<file path="src/sv/esdt_pkg.sv">
// Shared types, constants and the month-length table for the epoch-to-date converter.
package esdt_pkg;

	localparam int unsigned SecsPerDay  = 86400;
	localparam int unsigned SecsPerHour = 3600;
	localparam int unsigned SecsPerMin  = 60;

	// Reciprocals of 675, 225 and 15 after the power-of-two part of each divisor is shifted out
	localparam logic [25:0] DAY_RECIP  = 26'd50903317;
	localparam logic [13:0] HOUR_RECIP = 14'd9321;
	localparam logic [10:0] MIN_RECIP  = 11'd1093;

	localparam int unsigned DayShift  = 35;
	localparam int unsigned HourShift = 21;
	localparam int unsigned MinShift  = 14;

	localparam logic [11:0] FIRST_YEAR   = 12'd1970;
	localparam logic [6:0]  FIRST_MOD100 = 7'd70;
	localparam logic [8:0]  FIRST_MOD400 = 9'd370;
	localparam logic [8:0]  YEAR_DAYS    = 9'd365;
	localparam logic [8:0]  LEAP_DAYS    = 9'd366;
	localparam logic [3:0]  LAST_MONTH   = 4'd11;
	localparam logic [3:0]  FEBRUARY     = 4'd1;

	typedef enum logic [1:0] {
		DIV_DAY  = 2'd0,
		DIV_HOUR = 2'd1,
		DIV_MIN  = 2'd2
	} div_sel_t;

	typedef struct packed {
		logic     load;
		logic     step_div;
		div_sel_t div_sel;
		logic     step_year;
		logic     step_month;
		logic     out_load;
	} cmd_t;

	typedef struct packed {
		logic div_last;
		logic year_done;
		logic month_done;
	} sts_t;

	function automatic logic [4:0] month_len(input logic [3:0] month, input logic leap);
		logic [4:0] len;
		case (month)
			4'd0:    len = 5'd31;
			4'd1:    len = leap ? 5'd29 : 5'd28;
			4'd2:    len = 5'd31;
			4'd3:    len = 5'd30;
			4'd4:    len = 5'd31;
			4'd5:    len = 5'd30;
			4'd6:    len = 5'd31;
			4'd7:    len = 5'd31;
			4'd8:    len = 5'd30;
			4'd9:    len = 5'd31;
			4'd10:   len = 5'd30;
			default: len = 5'd31;
		endcase
		return len;
	endfunction

endpackage

</file>
<file path="src/sv/esdt_dp.sv">
// Datapath: reciprocal-multiply divider, year and month peeling, output registers.
module esdt_dp (
	input  logic                clk,
	input  esdt_pkg::cmd_t      cmd,
	output esdt_pkg::sts_t      sts,
	input  logic [31:0]         epoch_seconds,
	output logic [4:0]          day_of_month,
	output logic [3:0]          month_number,
	output logic [11:0]         year_number,
	output logic [4:0]          hour_of_day,
	output logic [5:0]          minute_of_hour,
	output logic [5:0]          second_of_minute
);

	logic [31:0] rem_q, rem_nx;
	logic [15:0] quo_q, quo_sel;
	logic        rem_phase_q;
	logic [50:0] day_prod;
	logic [26:0] hour_prod;
	logic [20:0] min_prod;
	logic [16:0] dvs_sel;
	logic [31:0] back_prod;
	logic [15:0] days_q;
	logic [11:0] year_q;
	logic [6:0]  mod100_q;
	logic [8:0]  mod400_q;
	logic [3:0]  month_q;
	logic [4:0]  hour_q;
	logic [5:0]  minute_q, second_q;
	logic        leap;
	logic [8:0]  ylen;
	logic [4:0]  mlen;
	logic [4:0]  day_of_month_q;
	logic [3:0]  month_number_q;
	logic [11:0] year_number_q;
	logic [4:0]  hour_of_day_q;
	logic [5:0]  minute_of_hour_q, second_of_minute_q;

	assign day_prod  = 51'(rem_q[31:7]) * 51'(esdt_pkg::DAY_RECIP);
	assign hour_prod = 27'(rem_q[16:4]) * 27'(esdt_pkg::HOUR_RECIP);
	assign min_prod  = 21'(rem_q[11:2]) * 21'(esdt_pkg::MIN_RECIP);

	always_comb begin
		case (cmd.div_sel)
			esdt_pkg::DIV_DAY: begin
				quo_sel = 16'(day_prod >> esdt_pkg::DayShift);
				dvs_sel = 17'(esdt_pkg::SecsPerDay);
			end
			esdt_pkg::DIV_HOUR: begin
				quo_sel = 16'(hour_prod >> esdt_pkg::HourShift);
				dvs_sel = 17'(esdt_pkg::SecsPerHour);
			end
			default: begin
				quo_sel = 16'(min_prod >> esdt_pkg::MinShift);
				dvs_sel = 17'(esdt_pkg::SecsPerMin);
			end
		endcase
	end

	assign back_prod = 32'(quo_q) * 32'(dvs_sel);
	assign rem_nx    = rem_q - back_prod;

	assign leap = (year_q[1:0] == 2'd0) && ((mod100_q != 7'd0) || (mod400_q == 9'd0));
	assign ylen = leap ? esdt_pkg::LEAP_DAYS : esdt_pkg::YEAR_DAYS;
	assign mlen = esdt_pkg::month_len(month_q, leap);

	assign sts.div_last   = rem_phase_q;
	assign sts.year_done  = days_q < 16'(ylen);
	assign sts.month_done = (month_q == esdt_pkg::LAST_MONTH) || (days_q < 16'(mlen));

	always_ff @(posedge clk) begin
		if (cmd.load) begin
			rem_q       <= epoch_seconds;
			rem_phase_q <= 1'b0;
			year_q      <= esdt_pkg::FIRST_YEAR;
			mod100_q    <= esdt_pkg::FIRST_MOD100;
			mod400_q    <= esdt_pkg::FIRST_MOD400;
			month_q     <= '0;
		end else if (cmd.step_div) begin
			if (!rem_phase_q) begin
				quo_q       <= quo_sel;
				rem_phase_q <= 1'b1;
			end else begin
				rem_q       <= rem_nx;
				rem_phase_q <= 1'b0;
				case (cmd.div_sel)
					esdt_pkg::DIV_DAY: begin
						days_q <= quo_q;
					end
					esdt_pkg::DIV_HOUR: begin
						hour_q <= quo_q[4:0];
					end
					default: begin
						minute_q <= quo_q[5:0];
						second_q <= rem_nx[5:0];
					end
				endcase
			end
		end else if (cmd.step_year && !sts.year_done) begin
			days_q   <= days_q - 16'(ylen);
			year_q   <= year_q + 12'd1;
			mod100_q <= (mod100_q == 7'd99) ? 7'd0 : mod100_q + 7'd1;
			mod400_q <= (mod400_q == 9'd399) ? 9'd0 : mod400_q + 9'd1;
		end else if (cmd.step_month && !sts.month_done) begin
			days_q  <= days_q - 16'(mlen);
			month_q <= month_q + 4'd1;
		end
	end

	always_ff @(posedge clk) begin
		if (cmd.out_load) begin
			day_of_month_q     <= days_q[4:0] + 5'd1;
			month_number_q     <= month_q + 4'd1;
			year_number_q      <= year_q;
			hour_of_day_q      <= hour_q;
			minute_of_hour_q   <= minute_q;
			second_of_minute_q <= second_q;
		end
	end

	assign day_of_month     = day_of_month_q;
	assign month_number     = month_number_q;
	assign year_number      = year_number_q;
	assign hour_of_day      = hour_of_day_q;
	assign minute_of_hour   = minute_of_hour_q;
	assign second_of_minute = second_of_minute_q;

	a_year_adv: assert property (@(posedge clk)
		cmd.step_year && !sts.year_done |=> year_q == $past(year_q) + 12'd1)
		else $error("year counter did not advance on a year step");

	a_month_range: assert property (@(posedge clk)
		cmd.step_month |-> days_q < 16'(esdt_pkg::LEAP_DAYS) && month_q <= esdt_pkg::LAST_MONTH)
		else $error("month phase entered with too many days or bad month");

	a_out_day: assert property (@(posedge clk)
		cmd.out_load |-> days_q < 16'd31)
		else $error("day of month out of range at output load");

endmodule

</file>
<file path="src/sv/esdt_ctrl.sv">
// Controller: sequences division, year and month phases and owns the handshakes.
module esdt_ctrl (
	input  logic           clk,
	input  logic           arst_n,
	input  logic           in_valid,
	output logic           in_ready,
	output logic           out_valid,
	input  logic           out_ready,
	output esdt_pkg::cmd_t cmd,
	input  esdt_pkg::sts_t sts
);

	typedef enum logic [6:0] {
		S_IDLE  = 7'b0000001,
		S_DAY   = 7'b0000010,
		S_HOUR  = 7'b0000100,
		S_MIN   = 7'b0001000,
		S_YEAR  = 7'b0010000,
		S_MONTH = 7'b0100000,
		S_DONE  = 7'b1000000
	} state_t;

	state_t state_q, state_nx;
	logic   out_valid_q;
	logic   slot_free;

	assign slot_free = !out_valid_q || out_ready;
	assign in_ready  = state_q == S_IDLE;
	assign out_valid = out_valid_q;

	always_comb begin
		state_nx       = state_q;
		cmd            = '0;
		cmd.div_sel    = esdt_pkg::DIV_DAY;
		case (state_q)
			S_IDLE: begin
				if (in_valid) begin
					cmd.load = 1'b1;
					state_nx = S_DAY;
				end
			end
			S_DAY: begin
				cmd.step_div = 1'b1;
				if (sts.div_last) state_nx = S_HOUR;
			end
			S_HOUR: begin
				cmd.step_div = 1'b1;
				cmd.div_sel  = esdt_pkg::DIV_HOUR;
				if (sts.div_last) state_nx = S_MIN;
			end
			S_MIN: begin
				cmd.step_div = 1'b1;
				cmd.div_sel  = esdt_pkg::DIV_MIN;
				if (sts.div_last) state_nx = S_YEAR;
			end
			S_YEAR: begin
				cmd.step_year = 1'b1;
				if (sts.year_done) state_nx = S_MONTH;
			end
			S_MONTH: begin
				cmd.step_month = 1'b1;
				if (sts.month_done) state_nx = S_DONE;
			end
			S_DONE: begin
				if (slot_free) begin
					cmd.out_load = 1'b1;
					state_nx     = S_IDLE;
				end
			end
			default: state_nx = S_IDLE;
		endcase
	end

	always_ff @(posedge clk or negedge arst_n) begin
		if (!arst_n) begin
			state_q     <= S_IDLE;
			out_valid_q <= 1'b0;
		end else begin
			state_q <= state_nx;
			if (cmd.out_load) out_valid_q <= 1'b1;
			else if (out_ready) out_valid_q <= 1'b0;
		end
	end

	a_start: assert property (@(posedge clk) disable iff (!arst_n)
		in_valid && in_ready |=> state_q == S_DAY)
		else $error("accepted item did not start the day division");

	a_stall: assert property (@(posedge clk) disable iff (!arst_n)
		state_q == S_DONE && out_valid_q && !out_ready |=> state_q == S_DONE)
		else $error("result left DONE while the output slot was busy");

	a_load_valid: assert property (@(posedge clk) disable iff (!arst_n)
		cmd.out_load |=> out_valid_q)
		else $error("output load did not raise out_valid");

endmodule

</file>
<file path="src/sv/epoch_seconds_to_date_time.sv">
// Top level: epoch seconds to Gregorian date and time of day.
//
//  channel | direction | handshake            | payload
//  in      | input     | in_valid / in_ready  | epoch_seconds
//  out     | output    | out_valid / out_ready| day_of_month .. second_of_minute
//
// One item at a time: an accept step, then a quotient and a remainder step each for day,
// hour and minute, a year loop that peels one year per cycle, a month loop, and a step
// that loads the result.
// A finished result waits in the output register; the next item is accepted meanwhile.
// While that result waits, the next one holds in its final cycle and the input stalls.
// Reset clears the controller and the output valid flag; no clearing pass.
module epoch_seconds_to_date_time (
	input  logic        clk,
	input  logic        arst_n,
	input  logic        in_valid,
	output logic        in_ready,
	input  logic [31:0] epoch_seconds,
	output logic        out_valid,
	input  logic        out_ready,
	output logic [4:0]  day_of_month,
	output logic [3:0]  month_number,
	output logic [11:0] year_number,
	output logic [4:0]  hour_of_day,
	output logic [5:0]  minute_of_hour,
	output logic [5:0]  second_of_minute
);

	esdt_pkg::cmd_t cmd;
	esdt_pkg::sts_t sts;

	esdt_ctrl u_ctrl (
		.clk       (clk),
		.arst_n    (arst_n),
		.in_valid  (in_valid),
		.in_ready  (in_ready),
		.out_valid (out_valid),
		.out_ready (out_ready),
		.cmd       (cmd),
		.sts       (sts)
	);

	esdt_dp u_dp (
		.clk              (clk),
		.cmd              (cmd),
		.sts              (sts),
		.epoch_seconds    (epoch_seconds),
		.day_of_month     (day_of_month),
		.month_number     (month_number),
		.year_number      (year_number),
		.hour_of_day      (hour_of_day),
		.minute_of_hour   (minute_of_hour),
		.second_of_minute (second_of_minute)
	);

endmodule

</file>
<file path="config.mk">
export PLATFORM = sky130hd
export DESIGN_NAME = epoch_seconds_to_date_time
export DESIGN_NICKNAME = d
export VERILOG_FILES = /design/src/sv/esdt_pkg.sv /design/src/sv/esdt_dp.sv /design/src/sv/esdt_ctrl.sv /design/src/sv/epoch_seconds_to_date_time.sv
export SDC_FILE = /design/constraint.sdc
export NUM_CORES = 1
export LEC_CHECK = 0
export BUFFER_PORTS_ARGS = -buffer_cell sky130_fd_sc_hd__buf_4
export CELL_PAD_IN_SITES_DETAIL_PLACEMENT = 1
export CELL_PAD_IN_SITES_GLOBAL_PLACEMENT = 1
export CORE_MARGIN = 2
export CORE_UTILIZATION = 35
export DETAILED_ROUTE_END_ITERATION = 7
export MAX_ROUTING_LAYER = met4
export PLACE_DENSITY = 0.57
export RECOVER_POWER = 50
export SYNTH_ARGS = -nofsm -noshare
export SYNTH_HDL_FRONTEND = slang
export SYNTH_SLANG_ARGS = --single-unit
</file>
<file path="constraint.sdc">
create_clock -name clk -period 15 [get_ports clk]
set_clock_uncertainty 0.2 [all_clocks]
set_input_delay 0.75 -clock clk [delete_from_list [all_inputs] [get_ports clk]]
set_output_delay 0.75 -clock clk [all_outputs]
set_load 0.01 [all_outputs]
</file>
==> flow_summary.ini <==
[synth]
ys_types = 79
synth-seq-cells = 160
netlist_instances = 2655
synth-edff-count = 119
syn-mean-instance-area_um2 = 10.1
ys_seq_area_share_pct = 16.6
synthesis.area_mm2 = 0.0267
synth_fp_nets = 3620
ys.flop_type = edfxtp_1
yosys_warnings = 0
synthArstFlopShare_pct = 5.00

[finish]
syn_to_final_growth_pct = 8.60
drive_gt1_share_pct = 4.54
final_core_util_pct = 38.3
final_cell_area_mm2 = 0.0290
mostFrequentLayoutCell = inv_1
num_antenna_cells = 0
fin_nets = 3704
final_cell_mix = 678 x inv_1, 548 x ha_1, 381 x fa_1

[floorplan]
num_io_pins = 76
core-area_mm2 = 0.0758
initial_core_util_pct = 35.3
die_h_um = 280
die_x_um = 280
rows = 101
dieArea_mm2 = 0.0786

[worst_setup_path]
reg2reg_depth = 24
max_stage_delay_ns = 0.64
ff2ff_setup_slack_ns = 6.33
worst-path-stages = 24
worstPathRequired_ns = 14.99
crit_top_cell = fa_1
crit_family = adder cells
crit_end = u_dp.rem_q[29]
slowest_stage = nor2b_1
critPathBufInv = 4
crit_chain = nor4_1 -> nor2b_1 -> o21ai_0 -> buf_4 -> and2_1 -> fa_1 -> inv_1 -> fa_1 -> fa_1 -> fa_1 -> fa_1 -> inv_1 -> fa_1 -> inv_1 -> ha_1 -> and4_4 -> and3_1 -> a211oi_1 -> o21ai_1 -> o31ai_2 -> nand3_1 -> a21boi_1 -> xor2_1 -> o21ai_0
r2r_start = u_ctrl.state_q[6]
critPathKind = reg2reg
cp-start-kind = flip-flop
crit_fanout = 26
critPathLaunch = u_ctrl.state_q[6]
worst_r2r_endpoint = u_dp.rem_q[29]
critPathCaptureType = flip-flop
cp.arrival_ns = 8.65

[grt]
grt_antenna_before_repair = 1
grt_max_degree = 53
grt_usage_pct = 20.4
grt_pass1_vias = 20700
grt_overflow = 0
grt_pass1_wl_um = 119000

[sta]
final-hold-violation-count = 0
fmax_mhz = 115
finalSetupViolCount = 0
drv_slew = 111
finalCritPeriodShare_pct = 57.8
relSlewSlack_pct = -127
period_minus_slack_ns = 8.67
rsz0062_at_grt = false
setup_tns_ns = 0
worst_slew_pin_slew_ns = 3.39

[detailed_routing]
drt_first_pass_iters = 5
viasPerCell = 4.98
wl_met2_um = 35800
antenna_left = 0
drc = 0
top_layer = met4
drt_iter0_drc = 721
vias = 18600
wl_met3_um = 1900
wl_per_cell_um = 20.0
routed_wl_um = 74700
met1Wirelength_um = 36200

[clocking]
numCtsBuffers = 17
cts_max_level = 4
ctsRootBufferMaster = clkbuf_16
clk_pin_slew_ns = 0.09
cts_tree = yes
cts_buffer_depth = 2
clkLatencyLatePin_ns = 0.47
cts_sinks = 160

[status]
status = complete, but fails checks
violations = max-capacitance violations, max-slew violations

[placement]
gp_congestion = 0.925
numPortBuffers = 75
place_hpwl_um = 63400
post_dp_cell_area_mm2 = 0.0286

[worst_hold_path]
hold_class = reg2reg

[run]
cap_violations = 3
==> worst reg2reg max path, stage by stage (launching register included) <==
cell	delay, ns
dfrtp_1	0.41
nor4_1	0.43
nor2b_1	0.64
o21ai_0	0.40
buf_4	0.36
and2_1	0.30
fa_1	0.56
inv_1	0.06
fa_1	0.53
fa_1	0.46
fa_1	0.52
fa_1	0.55
inv_1	0.05
fa_1	0.53
inv_1	0.05
ha_1	0.38
and4_4	0.24
and3_1	0.17
a211oi_1	0.32
o21ai_1	0.19
o31ai_2	0.42
nand3_1	0.18
a21boi_1	0.21
xor2_1	0.15
o21ai_0	0.08
==> sequential cells by signal, indices dropped and copies added, names as in the netlist, 6 cells and up <==
signal / flops
u_ctrl.state_q: 7
u_dp.days_q: 16
u_dp.minute_of_hour: 6
u_dp.minute_q: 6
u_dp.mod100_q: 7
u_dp.mod400_q: 9
u_dp.quo_q: 16
u_dp.rem_q: 32
u_dp.second_of_minute: 6
u_dp.second_q: 6
u_dp.year_number: 12
u_dp.year_q: 12
==> per-stage QoR <==
stage                     cells  worst slack, ns  hold slack [ns]
after global placement     3697             6.75            0.201
after floorplan            2655             7.63            0.200
final                      3730             6.33            0.218
after detailed placement   3697             6.60            0.206
after global routing       3730             5.77            0.231
after CTS                  3730             6.56            0.219
==> cell families after synthesis <==
family	after synthesis	synth area share, %
adder cells (fa/ha/maj)	929	54.2
AO/OA/AOI/OAI	307	7.53
AND/OR/NAND/NOR	445	8.28
flip-flops	160	16.6
buffers and inverters	712	10.1
multiplexers	9	0.351
XOR/XNOR	93	3.05
==> worst min path at each step <==
stage | start | end | slack (ns) | depth (start not counted)
5_1_grt | u_dp.minute_q[4] | u_dp.minute_of_hour[4] | 0.23 | 0
3_3_place_gp | u_dp.second_q[3] | u_dp.second_of_minute[3] | 0.20 | 0
4_1_cts | u_dp.second_q[5] | u_dp.second_of_minute[5] | 0.22 | 0
3_5_place_dp | u_dp.minute_q[1] | u_dp.minute_of_hour[1] | 0.21 | 0
6_report | u_dp.second_q[5] | u_dp.second_of_minute[5] | 0.22 | 0
2_1_floorplan | u_dp.hour_q[0] | u_dp.hour_of_day[0] | 0.20 | 0
==> final cells by class <==
cell class | instances | area (µm²)
Inverter | 678 | 2540
Clock buffer | 17 | 425
Fill cell | 8604 | 46800
Multi-Input combinational cell | 1783 | 19600
Sequential cell | 160 | 4440
Clock inverter | 15 | 210
Timing Repair Buffer | 99 | 581
Tap cell | 978 | 1220
==> synth_stat cells (4+ instances only) <==
cell type | n | area share [%]
a211o_1 | 6 | 0.20
a211oi_1 | 11 | 0.31
a21boi_0 | 4 | 0.11
a21o_1 | 34 | 0.95
a21oi_1 | 88 | 1.6
a21oi_2 | 5 | 0.16
a31oi_1 | 10 | 0.23
and2_1 | 21 | 0.49
and3_1 | 17 | 0.40
and4_1 | 6 | 0.20
buf_2 | 6 | 0.11
clkbuf_1 | 25 | 0.35
dfrtp_1 | 7 | 0.65
dfxtp_1 | 33 | 2.5
edfxtp_1 | 119 | 13
fa_1 | 381 | 29
ha_1 | 548 | 26
inv_1 | 678 | 9.5
mux2i_1 | 6 | 0.22
nand2_1 | 156 | 2.2
nand2b_1 | 14 | 0.33
nand3_1 | 36 | 0.67
nand3b_1 | 6 | 0.17
nand4_1 | 24 | 0.56
nand4b_1 | 4 | 0.13
nor2_1 | 93 | 1.3
nor2b_1 | 14 | 0.33
nor3_1 | 19 | 0.36
nor3b_1 | 6 | 0.17
nor4_1 | 4 | 0.094
o211ai_1 | 12 | 0.34
o21a_1 | 5 | 0.14
o21ai_0 | 59 | 1.1
o21ai_1 | 16 | 0.30
o21bai_1 | 6 | 0.17
o22ai_1 | 4 | 0.094
o31ai_1 | 9 | 0.25
or3_1 | 5 | 0.12
xnor2_1 | 51 | 1.7
xor2_1 | 42 | 1.4
==> metal layers <==
metal | up-vias | track usage (%)
met2 | 225 | 33.7
met5 | - | -
li1 | 8744 | -
met3 | 35 | 2.02
met1 | 9565 | 27.7
met4 | 0 | 3.10
==> timing repair <==
action / in CTS / in global routing
endpoints found under the hold margin: 7 / 0
hold buffers: 1 / 0
buffers inserted: 0 / 0
gates resized for setup: 0 / 0
Power is left out: the tool's default activity adds up to more than one toggle a clock period on the data nets, which glitch-free logic cannot reach.
